### src/rtl/erel_pkg.sv
package erel_pkg;

  // Input modes.
  localparam logic [1:0] MODE_ERROR     = 2'd0;
  localparam logic [1:0] MODE_REC_DONE  = 2'd1;
  localparam logic [1:0] MODE_RESTART   = 2'd2;

  // Result actions.
  localparam logic [2:0] ACT_LOG_ONLY     = 3'd0;
  localparam logic [2:0] ACT_IGN_RESET    = 3'd1;
  localparam logic [2:0] ACT_IGN_BUSY     = 3'd2;
  localparam logic [2:0] ACT_NOTIFY       = 3'd3;
  localparam logic [2:0] ACT_FULL_RESET   = 3'd4;
  localparam logic [2:0] ACT_SVC_RECOVERY = 3'd5;
  localparam logic [2:0] ACT_HOUSEKEEP    = 3'd6;

  // Reset causes.
  localparam logic [1:0] CAUSE_NONE      = 2'd0;
  localparam logic [1:0] CAUSE_LEVEL     = 2'd1;
  localparam logic [1:0] CAUSE_TOO_SOON  = 2'd2;
  localparam logic [1:0] CAUSE_TOO_MANY  = 2'd3;

  // Levels that matter to the decision.
  localparam logic [2:0] LEVEL_LOG_ONLY  = 3'd1;
  localparam logic [2:0] LEVEL_RECOVER   = 3'd5;
  localparam logic [2:0] LEVEL_FULL      = 3'd7;

  // Configuration register indexes.
  localparam int unsigned CFG_IDX_W = 1;
  localparam logic [CFG_IDX_W-1:0] CFG_MIN_INTERVAL   = 1'd0;
  localparam logic [CFG_IDX_W-1:0] CFG_MONITOR_PERIOD = 1'd1;

  localparam logic [31:0] MIN_INTERVAL_RESET   = 32'd300000;
  localparam logic [31:0] MONITOR_PERIOD_RESET = 32'd3600000;

  typedef enum logic [1:0] {
    ST_IDLE,
    ST_DECIDE,
    ST_SCAN,
    ST_FINISH
  } state_e;

  typedef struct packed {
    logic latch;
    logic decide;
    logic scan;
    logic commit;
  } dp_cmd_t;

  typedef struct packed {
    logic need_scan;
    logic scan_done;
  } dp_status_t;

endpackage

### src/rtl/error_reset_escalation_limiter_core.sv
// Error reset escalation limiter.
// Input channel: in_valid_i / in_stall_o with mode, subsystem, levels, tick
// time stamp and error-safe flag. Output channel: out_valid_o / out_stall_i
// with the action and the reset cause. Configuration: cfg_valid_i /
// cfg_ready_o with a register index and 32-bit data; write only while idle.
// One item is worked on at a time. An accepted item goes through the decide
// and finish states to the output register when no history check is needed;
// when the history ring is walked, a scan state between them checks one entry
// per cycle against the monitor period through a single window comparator.
// The next item is accepted in the cycle after the result is loaded.
// When the receiver stalls, the result holds in the output register while
// the block finishes the next item; that item then waits until the output
// register is taken.
// Reset clears the configuration to its defaults, empties the history ring,
// and clears the last recovery time and the busy flag.
module error_reset_escalation_limiter_core #(
  parameter int unsigned HISTORY_DEPTH = 4,
  parameter int unsigned TIME_WIDTH    = 32
) (
  input  logic                             clk_i,
  input  logic                             rst_ni,
  input  logic                             in_valid_i,
  output logic                             in_stall_o,
  input  logic [1:0]                       mode_i,
  input  logic [3:0]                       subsys_i,
  input  logic [2:0]                       raw_level_i,
  input  logic [2:0]                       escalated_level_i,
  input  logic [31:0]                      now_ticks_i,
  input  logic                             error_safe_i,
  output logic                             out_valid_o,
  input  logic                             out_stall_i,
  output logic [2:0]                       action_o,
  output logic [1:0]                       reset_cause_o,
  input  logic                             cfg_valid_i,
  output logic                             cfg_ready_o,
  input  logic [erel_pkg::CFG_IDX_W-1:0]   cfg_index_i,
  input  logic [31:0]                      cfg_data_i
);
  import erel_pkg::*;

  dp_cmd_t    cmd;
  dp_status_t status;

  erel_ctrl u_ctrl (
    .clk_i       (clk_i),
    .rst_ni      (rst_ni),
    .in_valid_i  (in_valid_i),
    .in_stall_o  (in_stall_o),
    .out_valid_o (out_valid_o),
    .out_stall_i (out_stall_i),
    .status_i    (status),
    .cmd_o       (cmd)
  );

  erel_dp #(
    .HISTORY_DEPTH (HISTORY_DEPTH),
    .TIME_WIDTH    (TIME_WIDTH)
  ) u_dp (
    .clk_i             (clk_i),
    .rst_ni            (rst_ni),
    .cmd_i             (cmd),
    .status_o          (status),
    .mode_i            (mode_i),
    .subsys_i          (subsys_i),
    .raw_level_i       (raw_level_i),
    .escalated_level_i (escalated_level_i),
    .now_ticks_i       (now_ticks_i),
    .error_safe_i      (error_safe_i),
    .cfg_valid_i       (cfg_valid_i),
    .cfg_ready_o       (cfg_ready_o),
    .cfg_index_i       (cfg_index_i),
    .cfg_data_i        (cfg_data_i),
    .action_o          (action_o),
    .reset_cause_o     (reset_cause_o)
  );

endmodule

### src/rtl/erel_ctrl.sv
module erel_ctrl (
  input  logic                clk_i,
  input  logic                rst_ni,
  input  logic                in_valid_i,
  output logic                in_stall_o,
  output logic                out_valid_o,
  input  logic                out_stall_i,
  input  erel_pkg::dp_status_t status_i,
  output erel_pkg::dp_cmd_t    cmd_o
);
  import erel_pkg::*;

  state_e state_q, state_d;
  logic   out_valid_q, out_valid_d;
  logic   out_free;

  always_ff @(posedge clk_i or negedge rst_ni) begin
    if (!rst_ni) begin
      state_q     <= ST_IDLE;
      out_valid_q <= 1'b0;
    end else begin
      state_q     <= state_d;
      out_valid_q <= out_valid_d;
    end
  end

  assign out_free = !out_valid_q || !out_stall_i;

  always_comb begin
    state_d    = state_q;
    cmd_o      = '0;
    in_stall_o = 1'b1;
    case (state_q)
      ST_IDLE: begin
        in_stall_o = 1'b0;
        if (in_valid_i) begin
          cmd_o.latch = 1'b1;
          state_d     = ST_DECIDE;
        end
      end
      ST_DECIDE: begin
        cmd_o.decide = 1'b1;
        state_d      = status_i.need_scan ? ST_SCAN : ST_FINISH;
      end
      ST_SCAN: begin
        cmd_o.scan = 1'b1;
        if (status_i.scan_done) begin
          state_d = ST_FINISH;
        end
      end
      ST_FINISH: begin
        // The result waits here until the output register is free.
        if (out_free) begin
          cmd_o.commit = 1'b1;
          state_d      = ST_IDLE;
        end
      end
      default: begin
        state_d = ST_IDLE;
      end
    endcase
  end

  always_comb begin
    if (cmd_o.commit) begin
      out_valid_d = 1'b1;
    end else begin
      out_valid_d = out_valid_q && out_stall_i;
    end
  end

  assign out_valid_o = out_valid_q;

endmodule

### src/rtl/erel_dp.sv
module erel_dp #(
  parameter int unsigned HISTORY_DEPTH = 4,
  parameter int unsigned TIME_WIDTH    = 32
) (
  input  logic                                clk_i,
  input  logic                                rst_ni,
  input  erel_pkg::dp_cmd_t                   cmd_i,
  output erel_pkg::dp_status_t                status_o,
  input  logic [1:0]                          mode_i,
  input  logic [3:0]                          subsys_i,
  input  logic [2:0]                          raw_level_i,
  input  logic [2:0]                          escalated_level_i,
  input  logic [31:0]                         now_ticks_i,
  input  logic                                error_safe_i,
  input  logic                                cfg_valid_i,
  output logic                                cfg_ready_o,
  input  logic [erel_pkg::CFG_IDX_W-1:0]      cfg_index_i,
  input  logic [31:0]                         cfg_data_i,
  output logic [2:0]                          action_o,
  output logic [1:0]                          reset_cause_o
);
  import erel_pkg::*;

  localparam int unsigned IDX_W = (HISTORY_DEPTH > 1) ? $clog2(HISTORY_DEPTH) : 1;
  localparam logic [IDX_W-1:0] LAST_IDX = IDX_W'(HISTORY_DEPTH - 1);

  // t lies within [start, start + len] in wrapping time.
  function automatic logic in_window(input logic [TIME_WIDTH-1:0] t,
                                     input logic [TIME_WIDTH-1:0] start,
                                     input logic [TIME_WIDTH-1:0] len);
    logic [TIME_WIDTH-1:0] win_end;
    logic [TIME_WIDTH-1:0] d_start;
    logic [TIME_WIDTH-1:0] d_end;
    win_end = start + len;
    d_start = t - start;
    d_end   = win_end - t;
    return !d_start[TIME_WIDTH-1] && !d_end[TIME_WIDTH-1];
  endfunction

  logic [31:0]           min_q;
  logic [31:0]           mon_q;
  logic [63:0]           min_ext, mon_ext, now_ext;
  logic [TIME_WIDTH-1:0] min_t, mon_t, now_t;

  logic [1:0]            mode_q;
  logic [3:0]            subsys_q;
  logic [2:0]            raw_q;
  logic [2:0]            esc_q;
  logic [TIME_WIDTH-1:0] now_q;
  logic                  safe_q;

  logic [TIME_WIDTH-1:0] times_q [HISTORY_DEPTH];
  logic [HISTORY_DEPTH-1:0] valid_q, valid_d;
  logic [IDX_W-1:0]      ring_idx_q;
  logic [IDX_W-1:0]      scan_idx_q;
  logic [TIME_WIDTH-1:0] last_q;
  logic                  busy_q;
  logic [3:0]            busy_subsys_q;

  logic [2:0]            res_action_q, dec_action;
  logic [1:0]            res_cause_q, dec_cause;
  logic                  dec_need_scan;
  logic                  scan_escape;
  logic                  scan_last;
  logic [TIME_WIDTH-1:0] scan_time;
  logic                  last_none;

  assign cfg_ready_o = 1'b1;

  assign min_ext = {32'd0, min_q};
  assign mon_ext = {32'd0, mon_q};
  assign now_ext = {32'd0, now_ticks_i};
  assign min_t   = min_ext[TIME_WIDTH-1:0];
  assign mon_t   = mon_ext[TIME_WIDTH-1:0];
  assign now_t   = now_ext[TIME_WIDTH-1:0];

  always_ff @(posedge clk_i or negedge rst_ni) begin
    if (!rst_ni) begin
      min_q <= MIN_INTERVAL_RESET;
      mon_q <= MONITOR_PERIOD_RESET;
    end else if (cfg_valid_i) begin
      case (cfg_index_i)
        CFG_MIN_INTERVAL:   min_q <= cfg_data_i;
        CFG_MONITOR_PERIOD: mon_q <= cfg_data_i;
        default: begin
        end
      endcase
    end
  end

  // Input capture; a zero time stamp is taken as one so zero can mark empty.
  always_ff @(posedge clk_i) begin
    if (cmd_i.latch) begin
      mode_q   <= mode_i;
      subsys_q <= subsys_i;
      raw_q    <= raw_level_i;
      esc_q    <= escalated_level_i;
      now_q    <= (now_t == '0) ? TIME_WIDTH'(1) : now_t;
      safe_q   <= error_safe_i;
    end
  end

  assign last_none = (last_q == '0);

  always_comb begin
    dec_action    = ACT_HOUSEKEEP;
    dec_cause     = CAUSE_NONE;
    dec_need_scan = 1'b0;
    if (mode_q == MODE_ERROR) begin
      if (raw_q == LEVEL_LOG_ONLY) begin
        dec_action = ACT_LOG_ONLY;
      end else if (safe_q) begin
        dec_action = ACT_IGN_RESET;
      end else if (busy_q && busy_subsys_q == subsys_q) begin
        dec_action = ACT_IGN_BUSY;
      end else if (esc_q < LEVEL_RECOVER) begin
        dec_action = ACT_NOTIFY;
      end else if (esc_q == LEVEL_FULL || busy_q) begin
        dec_action = ACT_FULL_RESET;
        dec_cause  = CAUSE_LEVEL;
      end else if (!last_none && min_t != '0 && in_window(now_q, last_q, min_t)) begin
        dec_action = ACT_FULL_RESET;
        dec_cause  = CAUSE_TOO_SOON;
      end else begin
        dec_action    = ACT_SVC_RECOVERY;
        dec_need_scan = !last_none && (mon_t != '0);
      end
    end
  end

  // One history entry is checked per cycle; an empty entry or one outside
  // the monitor period lets the recovery through.
  assign scan_time   = times_q[scan_idx_q];
  assign scan_escape = !valid_q[scan_idx_q] || !in_window(now_q, scan_time, mon_t);
  assign scan_last   = (scan_idx_q == LAST_IDX);

  assign status_o.need_scan = dec_need_scan;
  assign status_o.scan_done = scan_escape || scan_last;

  always_ff @(posedge clk_i) begin
    if (cmd_i.decide) begin
      res_action_q <= dec_action;
      res_cause_q  <= dec_cause;
    end else if (cmd_i.scan && !scan_escape && scan_last) begin
      res_action_q <= ACT_FULL_RESET;
      res_cause_q  <= CAUSE_TOO_MANY;
    end
  end

  always_ff @(posedge clk_i or negedge rst_ni) begin
    if (!rst_ni) begin
      scan_idx_q <= '0;
    end else if (cmd_i.decide) begin
      scan_idx_q <= '0;
    end else if (cmd_i.scan && !scan_last) begin
      scan_idx_q <= scan_idx_q + IDX_W'(1);
    end
  end

  // The first recovery after a restart empties the ring before writing it.
  always_comb begin
    valid_d = last_none ? '0 : valid_q;
    valid_d[ring_idx_q] = 1'b1;
  end

  always_ff @(posedge clk_i or negedge rst_ni) begin
    if (!rst_ni) begin
      valid_q       <= '0;
      ring_idx_q    <= '0;
      last_q        <= '0;
      busy_q        <= 1'b0;
      busy_subsys_q <= '0;
    end else if (cmd_i.commit) begin
      if (mode_q == MODE_REC_DONE) begin
        busy_q <= 1'b0;
      end else if (mode_q == MODE_RESTART) begin
        busy_q <= 1'b0;
        last_q <= '0;
      end else if (res_action_q == ACT_SVC_RECOVERY) begin
        valid_q       <= valid_d;
        ring_idx_q    <= (ring_idx_q == LAST_IDX) ? '0 : ring_idx_q + IDX_W'(1);
        last_q        <= now_q;
        busy_q        <= 1'b1;
        busy_subsys_q <= subsys_q;
      end
    end
  end

  always_ff @(posedge clk_i) begin
    if (cmd_i.commit && mode_q == MODE_ERROR && res_action_q == ACT_SVC_RECOVERY) begin
      times_q[ring_idx_q] <= now_q;
    end
  end

  always_ff @(posedge clk_i) begin
    if (cmd_i.commit) begin
      action_o      <= res_action_q;
      reset_cause_o <= res_cause_q;
    end
  end

endmodule
### config.mk
export PLATFORM = sky130hd
export DESIGN_NAME = error_reset_escalation_limiter_core
export DESIGN_NICKNAME = d
export VERILOG_FILES = /design/src/rtl/erel_pkg.sv /design/src/rtl/error_reset_escalation_limiter_core.sv /design/src/rtl/erel_ctrl.sv /design/src/rtl/erel_dp.sv
export SDC_FILE = /design/constraint.sdc
export NUM_CORES = 1
export LEC_CHECK = 0
export BUFFER_PORTS_ARGS = -buffer_cell sky130_fd_sc_hd__buf_2
export CAP_MARGIN = 20
export CORE_MARGIN = 2
export CORE_UTILIZATION = 50
export CTS_BUF_LIST = sky130_fd_sc_hd__clkbuf_8
export CTS_CLUSTER_DIAMETER = 80
export DETAILED_ROUTE_END_ITERATION = 8
export PLACE_DENSITY = 0.73
export SETUP_SLACK_MARGIN = 0.15
export SLEW_MARGIN = 20
export SYNTH_ARGS = -nofsm -noshare
export SYNTH_HDL_FRONTEND = slang
export SYNTH_SLANG_ARGS = --single-unit
### constraint.sdc
create_clock -name clk_i -period 5.7 [get_ports clk_i]
set_input_delay 0.285 -clock clk_i [delete_from_list [all_inputs] [get_ports clk_i]]
set_output_delay 0.285 -clock clk_i [all_outputs]
set_load 0.01 [all_outputs]
**Yosys cells after proc, flatten, opt, wreduce, memory -nomap -nowiden**

Memories as Yosys holds them, arrays and structs flattened.
Index checks and enable logic that the tools add are counted.

- Bitwise operators: 4
- Equal/unequal tests: 14
- Div/mod/pow operators: 0
- $lt $le $gt $ge: 4
- $add $sub $neg: 8
- Reductions and logical operators: 44
- Multipliers: 0
- Muxes and demuxes: 53
- Shift-type cells: 0

Operators with widths:

| operator | count |
|---|---|
| subtractor 32 bit | 4 |
| adder 32 bit | 2 |
| logical NOT 32 bit | 2 |
| two-way mux 32 bit | 2 |
| nonzero test 32 bit | 2 |
| two-way mux 2 bit | 15 |
| two-way mux 1 bit | 24 |
| two-way mux 3 bit | 8 |
| logical AND 1 bit | 13 |
| logical NOT 1 bit | 11 |
| equality test 2 bit, second input constant | 5 |
| case mux 2 bit (4 select lines) | 1 |
| equality test 3 bit, second input constant | 2 |
| less-than comparator 2 x 3 -> 1 bit, second input constant | 2 |
| AND reduction 2 bit | 3 |
| AND reduction 3 bit | 2 |
| nonzero test 2 bit | 3 |
| adder 2 x 1 -> 2 bit, second input constant | 2 |
| equality test 2 x 1 -> 1 bit, second input constant | 2 |
| equality test 4 bit | 1 |
| logical NOT 2 bit | 2 |
| logical OR 1 bit | 4 |
| two-way mux 4 bit | 1 |
| != test 2 bit, second input constant | 2 |
| other kinds (10) | 12 |

- Memory bits (writable): 128
- Register bits after elaboration: 167
- Bits of input ports: 83
- Bits in read-only memories: 0
- Memories: 1
- Bits in latches: 0

Memories:

| memory | depth | bits a word | rd ports | clocked after Yosys merged registers in | wr ports | line | text |
|---|---|---|---|---|---|---|---|
| u_dp.times_q | 4 | 32 | 1 | 0 | 1 | erel_dp.sv:52 | `logic [TIME_WIDTH-1:0] times_q [HISTORY_DEPTH];` |

**Logic depth before layout (Yosys ltp)**

Gate-level depths: netlist of run 1.

- Depth after elaboration: 14
- Gate-level depth with buffers: 16

**Hierarchy**

From an unflattened synthesis of run 1, not the netlist that was laid out.

- Cells, all modules: 1,276
- Area total of the unflattened synthesis: 16,104.2 um^2

By module, submodules not included:

| module | sequential area each (um^2) | cells an instance | area each (um^2) | instances |
|---|---|---|---|---|
| erel_dp | 8,246.7 | 1,255 | 15,865.2 | 1 |
| erel_ctrl | 75.1 | 21 | 239.0 | 1 |

**Least setup slack after synthesis of run 1**

OpenSTA, ideal clock, no wires.

- Path type: register to register
- From: register u_dp.scan_idx_q[0]
- To: register u_dp.res_action_q[0] (enable)
- Path slack: 1.445 ns
- Path buffers: 2
- Setup time: 0.313 ns
- Required time: 5.387 ns
- Arrival: 3.941 ns
- Period minus slack after synthesis: 4.255 ns
- Cell stages (with the launch flop): 17
- Cell sequence: dfrtp_1 -> buf_6 -> buf_1 -> mux4_2 -> inv_1 -> fa_1 -> inv_1 -> ha_1 -> a21oi_1 -> o21ai_0 -> a221oi_1 -> mux2i_1 -> o31ai_1 -> nor3b_2 -> nand3_1 -> o31ai_1 -> a41o_1

- Word-level cells in the longest chain between the ends: 11

RTL lines:

| item | line | text |
|---|---|---|
| start, declared | erel_dp.sv:55 | `logic [IDX_W-1:0] scan_idx_q;` |
| start signal, assigned | erel_dp.sv:156 | `scan_idx_q <= scan_idx_q + IDX_W'(1);` |
| memory (4 x 32 bit) | -- |  |
| adder 32 bit | erel_dp.sv:34 | `win_end = start + len;` |
| subtractor 32 bit | erel_dp.sv:36 | `d_end = win_end - t;` |
| logical NOT 1 bit | erel_dp.sv:37 | `return !d_start[TIME_WIDTH-1] && !d_end[TIME_WIDTH-1];` |
| logical AND 1 bit | erel_dp.sv:37 |  |
| logical NOT 1 bit | erel_dp.sv:134 | `assign scan_escape = !valid_q[scan_idx_q] \|\| !in_window(now_q, scan_time, mon_t);` |
| logical OR 1 bit | erel_dp.sv:134 |  |
| logical NOT 1 bit | erel_dp.sv:144 | `end else if (cmd_i.scan && !scan_escape && scan_last) begin` |
| logical AND 1 bit | erel_dp.sv:144 |  |
| logical AND 1 bit * | erel_dp.sv:144 |  |
| nonzero test 2 bit (no line) * | -- |  |
| end signal, assigned | erel_dp.sv:142 | `res_action_q <= dec_action;` |
| end, declared | erel_dp.sv:60 | `logic [2:0] res_action_q, dec_action;` |

Mark *: on every way between the ends. The rest lies on a longest branch, timed or not. The select of a mux whose other input is x is not followed.
A chain may end at the register's enable or synchronous reset.

**Final worst setup path of run 1**

- From: register u_dp.scan_idx_q[0]
- To: register u_dp.res_cause_q[1] (enable)

- Word-level cells in the longest chain between the ends: 11

RTL lines:

| item | line | text |
|---|---|---|
| memory (4 x 32 bit) | -- |  |
| adder 32 bit | erel_dp.sv:34 |  |
| subtractor 32 bit | erel_dp.sv:36 |  |
| logical NOT 1 bit | erel_dp.sv:37 |  |
| logical AND 1 bit | erel_dp.sv:37 |  |
| logical NOT 1 bit | erel_dp.sv:134 |  |
| logical OR 1 bit | erel_dp.sv:134 |  |
| logical NOT 1 bit | erel_dp.sv:144 |  |
| logical AND 1 bit | erel_dp.sv:144 |  |
| logical AND 1 bit * | erel_dp.sv:144 |  |
| nonzero test 2 bit (no line) * | -- |  |
| end signal, assigned | erel_dp.sv:143 | `res_cause_q <= dec_cause;` |
| end, declared | erel_dp.sv:61 | `logic [1:0] res_cause_q, dec_cause;` |

Marks and branches as above.

==> impl_metrics.csv, run 1 <==
group,metric,value,unit
route,vias_per_cell,5.402,
sta,slew-limit-headroom,27.08,%
critical_path,crit_path_cell_trace,"buf_4 > mux4_2 > inv_1 > fa_1 > inv_1 > ha_1 > and3b_1 > a221o_1 > a21oi_1 > o31ai_1 > a41oi_2 > nor3b_2 > nand3_1 > o31ai_1 > a41o_1",
yosys,ys_types,56,
placed_design,dp_hpwl,27210,um
yosys,syn_area,0.01643,mm2
yosys,synthMuxAreaShare,8.270,%
pwr,ir_drop,353.5,uV
sta,whs,0.1969,ns
yosys,synth-async-reset-ratio,37.97,%
critical_path,crit_slowest_cell,"dfrtp_2",
grt,grt_use_total,23.66,%
yosys,synthXorXnorAreaFrac,0.6397,%
cts,cts_root_buffer,"clkbuf_8",
pwr,power.density,420.3,mW/mm2
cts,clk_pin_slew_worst_paths,0.06,ns
sta,fin_crit,4.733,ns
sta,rsz0062_at_grt,"false",
yosys,synth.top_cells.by_area,"edfxtp_1 33%, dfrtp_1 14%, ha_1 13%",
final_layout,syn_to_final_growth,17.28,%
yosys,ys_ff_latch,295,
route,drc,0,
floorplanning,fp.dieH,185.3,um
critical_path,cp-start-kind,"flop",
final_layout,nets,1795,
yosys,synth_top_family_by_area,"adder cells",
floorplanning,core_area,0.03245,mm2
grt,grt-ovfl-total,0,
yosys,syn-num-nets,1625,
floorplanning,die-area,0.03433,mm2
route,antenna_left,0,
critical_path,crit_type,"reg -> reg",
grt,grt_pass1_vias,11229,
cts,htreeDepth,2,
yosys,yosys.area_share.simple,6.869,%
sta,finalHoldViolations,0,
pwr,p_leak,8.432,nW
placed_design,dp_cells,1798,
cts,cts_setup_buffers,0,
sta,slew_viol_final,0,
critical_path,cp.required,5.97,ns
yosys,synth-compound-area-share,6.777,%
cts,post_cts_resized,0,
floorplanning,initial_utilization,50.63,%
sta,tightest_slew,1.084,ns
critical_path,worstSetupEndpointType,"flop",
flow_run,maxCapViolations,0,
yosys,synth_cells,1317,
final_layout,post-route-util,59.38,%
yosys,synth-adder-area-share,19.88,%
final_layout,n_fill_cell,2526,
floorplanning,io_pins,91,
placed_design,numPortBuffers,89,
cts,clock_path_buffers,3,
critical_path,path_max_fanout,15,
floorplanning,num_rows,66,
cts,cts_buffers,50,
placed_design,gp_congestion,0.8714,
yosys,yosysWarnings,0,
sta,fin_worst_skew,0.01937,ns
run_status,outcome,"completed",
final_layout,final-instance-count-excl-fill,1972,
route,drt_wl_total,39310,um
critical_path,worstPathArrival,5.00,ns
critical_path,cpPeakStageDelay,0.75,ns
cts,cts_tree,"built",
grt,grt_pass1_wl,61400,um
yosys,yosysSeqAreaShare,50.65,%
final_layout,design_area,0.01927,mm2
route,first_pass_iters,6,
cts,holdBufCountCts,79,
floorplanning,dieWidth,185.3,um
placed_design,postPlaceCellArea,0.01729,mm2
cts,insertion_delay,0.59,ns
yosys,syn_avg_cell_area,12.48,um2
sta,fin_crit_sh,83.04,%
grt,grt_antenna_before_repair,1,
yosys,yosysTopAreaCell,"edfxtp_1",
sta,setup_tns,0,ns
sta,setup_violations,0,
route,wl_per_cell,19.93,um
yosys,netlist.area_leader.share,33.45,%
route,dr.first_iter.drc_count,708,
final_layout,drive_above_1_share,19.36,%
yosys,ys.flop_type,"edfxtp_1",
cts,cts.sink_count,295,
grt,grt_start_max_net_pins,65,
yosys,synth_edf_count,183,
sta,fmax,211.3,MHz
hold_path,hp-class,"in -> reg",
route,vias,10653,
registers in the layout, indices dropped and copies added, names as in the netlist:
name	count
u_dp.times_q	128
u_dp.last_q	32
u_dp.min_q	32
u_dp.mon_q	32
u_dp.now_q	32
u_dp.busy_subsys_q	4
u_dp.subsys_q	4
u_dp.valid_q	4
u_dp.action_o	3
u_dp.esc_q	3
u_dp.raw_q	3
u_dp.res_action_q	3
u_ctrl.state_q	2
u_dp.mode_q	2
u_dp.res_cause_q	2
u_dp.reset_cause_o	2
u_dp.ring_idx_q	2
u_dp.scan_idx_q	2
u_ctrl.out_valid_o	1
u_dp.busy_q	1
u_dp.safe_q	1
Yosys cell counts (all sizes together) (2+ instances only):
| cell type | count |
|---|---|
| o21bai | 3 |
| and4 | 3 |
| a221o | 3 |
| nand3 | 12 |
| o21a | 3 |
| edfxtp | 183 |
| mux4 | 33 |
| o21ai | 47 |
| dfrtp | 93 |
| nor2 | 23 |
| fa | 60 |
| and3b | 3 |
| ha | 165 |
| a31oi | 6 |
| nor3 | 10 |
| and2 | 7 |
| buf | 11 |
| nand2 | 86 |
| a41oi | 3 |
| mux2 | 52 |
| xnor2 | 8 |
| nor3b | 2 |
| clkbuf | 49 |
| o22ai | 3 |
| inv | 239 |
| a211oi | 5 |
| dfstp | 19 |
| nand2b | 5 |
| and3 | 3 |
| nand4 | 30 |
| a22o | 4 |
| nor2b | 2 |
| xor2 | 4 |
| a21o | 10 |
| a221oi | 3 |
| mux2i | 3 |
| o31ai | 34 |
| a21oi | 39 |
| or2 | 2 |
| o211ai | 4 |
| nor4 | 34 |
worst max-delay path, delay by kind of cell (launching register included):
family / cells / cell delay, ns
adders and majority gates: 2 / 0.65
buffers and inverters: 3 / 0.48
muxes: 1 / 0.53
and+or+nand+nor: 3 / 0.63
DFF: 1 / 0.75
AOI/OAI and AO/OA: 6 / 1.39
kinds of logic after synthesis:
family          count (synthesis)
mux                            88
xor+xnor                       12
buf+inv                       299
flops                         295
other cells                     1
fa+ha+maj                     225
compound gates                173
simple gates                  224
layout by cell type, fill, tap and decap left out, types with 39 or more instances in the layout:
| cell type | netlist | routed |
|---|---|---|
| nand2_1 | 86 | 86 |
| mux2_2 | 52 | 52 |
| dlygate4sd3_1 | 0 | 79 |
| fa_1 | 60 | 60 |
| a21oi_1 | 39 | 39 |
| ha_1 | 165 | 165 |
| inv_1 | 239 | 250 |
| buf_2 | 0 | 88 |
| edfxtp_1 | 183 | 183 |
| o21ai_0 | 46 | 46 |
| dfrtp_1 | 93 | 92 |
| clkbuf_8 | 0 | 60 |
metal layers:
metal	GRT usage (%)	up-vias	part of all wire, %
met4	7.873	0	3.0
met2	38.94	336	48
li1	-	4928	-
met3	4.168	72	5.8
met1	31.92	5317	43
met5	0	-	0
worst paths after layout:
| path | depth (start not counted) | slack, ns | start | endpoint |
|---|---|---|---|---|
| setup / recovery | 15 | 0.97 | u_dp.scan_idx_q[0]$_DFFE_PN0P_ | u_dp.res_cause_q[1]$_SDFFCE_PN1P_ |
| hold / removal | 4 | 0.20 | in_valid_i | u_ctrl.state_q[1]$_DFFE_PN0P_ |
| setup reg to reg | 15 | 0.97 | u_dp.scan_idx_q[0]$_DFFE_PN0P_ | u_dp.res_cause_q[1]$_SDFFCE_PN1P_ |
| hold reg to reg | 0 | 0.45 | u_dp.res_cause_q[1]$_SDFFCE_PN1P_ | u_dp.reset_cause_o[1]$_DFFE_PP_ |
| max in group asynchronous | 3 | 4.07 | rst_ni | u_dp.scan_idx_q[0]$_DFFE_PN0P_ |
| min in group asynchronous | 2 | 0.31 | rst_ni | u_dp.busy_subsys_q[0]$_DFFE_PN0P_ |
layout make-up:
cell class	instances	area, um2	share of cell area [%]
antenna	1	2.502	0.01299
clock buffer	60	825.8	4.285
clock inverter	34	364.1	1.889
inverter	239	897.1	4.656
multi-input combinational	723	6990	36.28
sequential	295	8323	43.19
tap	442	553.0	2.870
timing repair buffer	178	1314	6.818
stage by stage:
step | total power, mW | worst slack, ns
CTS | 8.125 | 0.9249
detailed placement | 5.829 | 0.9545
global route | 8.677 | 0.6469
global placement | 5.707 | 1.052
finish | 8.099 | 0.9669
floorplan | 4.969 | 1.445
where the power goes:
part	total [mW]	internal (mW)	switching [mW]	leakage [nW]
logic	2.84	1.23	1.61	4.79
registers	3.04	2.65	0.386	3.00
clock network	2.22	1.33	0.895	0.644
(Power assumes the default switching activity.)
==> run 2, diff against run 1 <==
clock period = 4.5 ns   (was 5.7 ns; I/O delays follow)
==> run 2 against run 1 <==
Net effect:
- power up 21%
- via count up 0.89%
- clock power down 3%
- combinational power up 36%
- register-to-register slack worse by 0.70 ns
- clock-buffer cell count down 9
- sequential share of layout area up 0.093 points
- critical path type unchanged
- largest cell class unchanged
==> impl_metrics.csv, run 2 (synthesis results as in run 1) <==
group,metric,value,unit
run_status,outcome,"completed",
pwr,p_leak,8.455,nW
route,antenna_left,0,
floorplanning,num_rows,66,
pwr,p_total,9.806,mW
critical_path,rrSetupSlack,0.26,ns
critical_path,worstReg2RegStart,"u_dp.scan_idx_q[0]$_DFFE_PN0P_",
pwr,sw_frac_of_total,37.38,%
final_layout,antenna_cells,0,
pwr,p_int,6.141,mW
grt,grt_use_met3,5.092,%
sta,setup_tns,0,ns
pwr,switchingPower,3.665,mW
final_layout,design_area,0.01923,mm2
grt,top_usage_layer,"met2",
critical_path,cp-start-kind,"flop",
cts,clk_pin_slew_worst_paths,0.06,ns
pwr,ir_drop,381.1,uV
critical_path,worstSetupEndpointType,"flop",
route,drc,0,
placed_design,postPlaceCellArea,0.01744,mm2
cts,cts.sink_count,295,
grt,grt-ovfl-total,0,
pwr,comb_power_share,39.4,%
sta,tightest_slew,1.066,ns
route,dr.first_iter.drc_count,831,
sta,slew-limit-headroom,28.29,%
sta,fin_crit,4.236,ns
critical_path,crit_type,"reg -> reg",
final_layout,n_fill_cell,2523,
placed_design,gp_congestion,0.8963,
route,drt_wl_total,39700,um
floorplanning,dieWidth,185.3,um
sta,setup_violations,0,
sta,fmax,236.1,MHz
cts,cts_tree,"built",
final_layout,largest_reg_flops,128,
route,wl_per_cell,19.97,um
sta,finalHoldViolations,0,
final_layout,nets,1819,
route,vias,10748,
floorplanning,io_pins,91,
floorplanning,fp.dieH,185.3,um
critical_path,r2r-end,"u_dp.res_action_q[1]$_SDFFCE_PN0P_",
pwr,power.density,510.0,mW/mm2
final_layout,drive_above_1_share,19.92,%
final_layout,multi_input_area,0.007018,mm2
sta,fin_crit_sh,94.12,%
critical_path,path_max_fanout,12,
hold_path,hold_path.startpoint,"cfg_index_i",
critical_path,worstPathArrival,4.51,ns
grt,grt_antenna_before_repair,0,
sta,fin_worst_skew,0.01835,ns
critical_path,cp.required,4.78,ns
sta,rsz0062_at_grt,"false",
floorplanning,core_area,0.03245,mm2
cts,insertion_delay,0.58,ns
cts,cts_buffers,48,
hold_path,hp-class,"in -> reg",
route,first_pass_iters,6,
final_layout,final_common_cell,"inv_1",
floorplanning,initial_utilization,50.63,%
flow_run,maxCapViolations,0,
cts,cts_root_buffer,"clkbuf_8",
cts,clock_path_buffers,3,
placed_design,dp_hpwl,28010,um
final_layout,regArea,0.008323,mm2
grt,grt_pass1_vias,11494,
placed_design,numPortBuffers,89,
pwr,share_seq_of_total_power,38.5,%
critical_path,reg2reg_depth,16,
sta,whs,0.09912,ns
grt,grt_start_max_net_pins,65,
final_layout,syn_to_final_growth,17.03,%
pwr,clock_power_share,22.1,%
final_layout,final_cell_mix,"257 x inv_1, 183 x edfxtp_1, 165 x ha_1, 92 x dfrtp_1, 88 x buf_2",
sta,slew_viol_final,0,
grt,grt_use_total,24.15,%
grt,grt_use_met2,39.94,%
grt,grt_pass1_wl,62490,um
final_layout,regMostFlops,"u_dp.times_q",
grt,grtUsageMet1,31.70,%
route,vias_per_cell,5.406,
final_layout,post-route-util,59.25,%
critical_path,startpoint,"u_dp.scan_idx_q[0]$_DFFE_PN0P_",
hold_path,min_delay_worst_endpoint,"u_dp.min_q[0]$_DFFE_PN0P_",
floorplanning,die-area,0.03433,mm2
cts,htreeDepth,2,
hold_path,hold_path_depth,3,
## run 2: changes by cell type in the layout (fill, tap and decap cells not counted), sizes merged
cell,change
clkbuf,-8
diode,-1
buf,+25
bufinv,-7
clkinvlp,-2
inv,+6
clkinv,+3
## run 2: worst max path at each step
stage,endpoint,slack [ns],depth (start not counted)
CTS,u_dp.res_action_q[1]$_SDFFCE_PN0P_,0.26,15
floorplan,u_dp.res_action_q[0]$_SDFFCE_PP0P_,0.25,16
finish,u_dp.res_action_q[1]$_SDFFCE_PN0P_,0.26,16
global route,u_dp.res_action_q[1]$_SDFFCE_PN0P_,0.16,16
global placement,u_dp.res_action_q[1]$_SDFFCE_PN0P_,0.38,15
detailed placement,u_dp.res_action_q[1]$_SDFFCE_PN0P_,0.27,15
## run 2: layout make-up
type                       instances  area share [%]
clock inverter                    34          0.8719
inverter                         239           4.666
sequential                       295           43.28
tap                              442           2.876
clock buffer                      51           3.650
timing repair buffer             204           8.153
multi-input combinational        723           36.50
## run 2: layer usage
layer | vias up | part of all wire, % | wire length, um
met5 | - | 0 | 0
met4 | 0 | 3.4 | 1363
met3 | 80 | 7.3 | 2887
met2 | 378 | 48 | 18940
met1 | 5319 | 42 | 16510
li1 | 4971 | - | -
## run 2: power groups by stage
stage	clock (mW)	sequential [mW]	combinational [mW]
after floorplan	0	3.69	2.60
after global placement	0	3.80	3.50
after detailed placement	0	3.81	3.65
after CTS	2.19	3.76	3.73
after global routing	2.33	3.83	4.40
final	2.16	3.77	3.87
## run 2: timing repair
| item | in CTS | in global routing |
|---|---|---|
| hold buffers | 79 | 0 |
| setup buffers | 0 | 8 |
| endpoints found under the hold margin | 143 | 0 |
| resized for setup | 0 | 7 |
| endpoints found under the setup margin | 0 | 7 |
## run 2: metrics by stage
step           setup slack (ns)  std cells
3_5_place_dp             0.2723       1815
3_3_place_gp             0.3758       1815
5_1_grt                  0.1606       1988
6_report                 0.2644       1988
4_1_cts                  0.2595       1979
2_1_floorplan            0.2455       1317
## run 2: critical path, stage by stage, from the launching register on
cell,delay [ns]
dfrtp_2,0.43
buf_12,0.17
buf_4,0.12
mux4_2,0.51
inv_1,0.11
fa_1,0.42
inv_1,0.08
ha_1,0.24
nand4_1,0.17
a31oi_1,0.06
a211oi_1,0.38
o31ai_2,0.23
a41oi_2,0.23
nor3b_4,0.28
nand3_1,0.11
o31ai_1,0.10
a41o_2,0.30
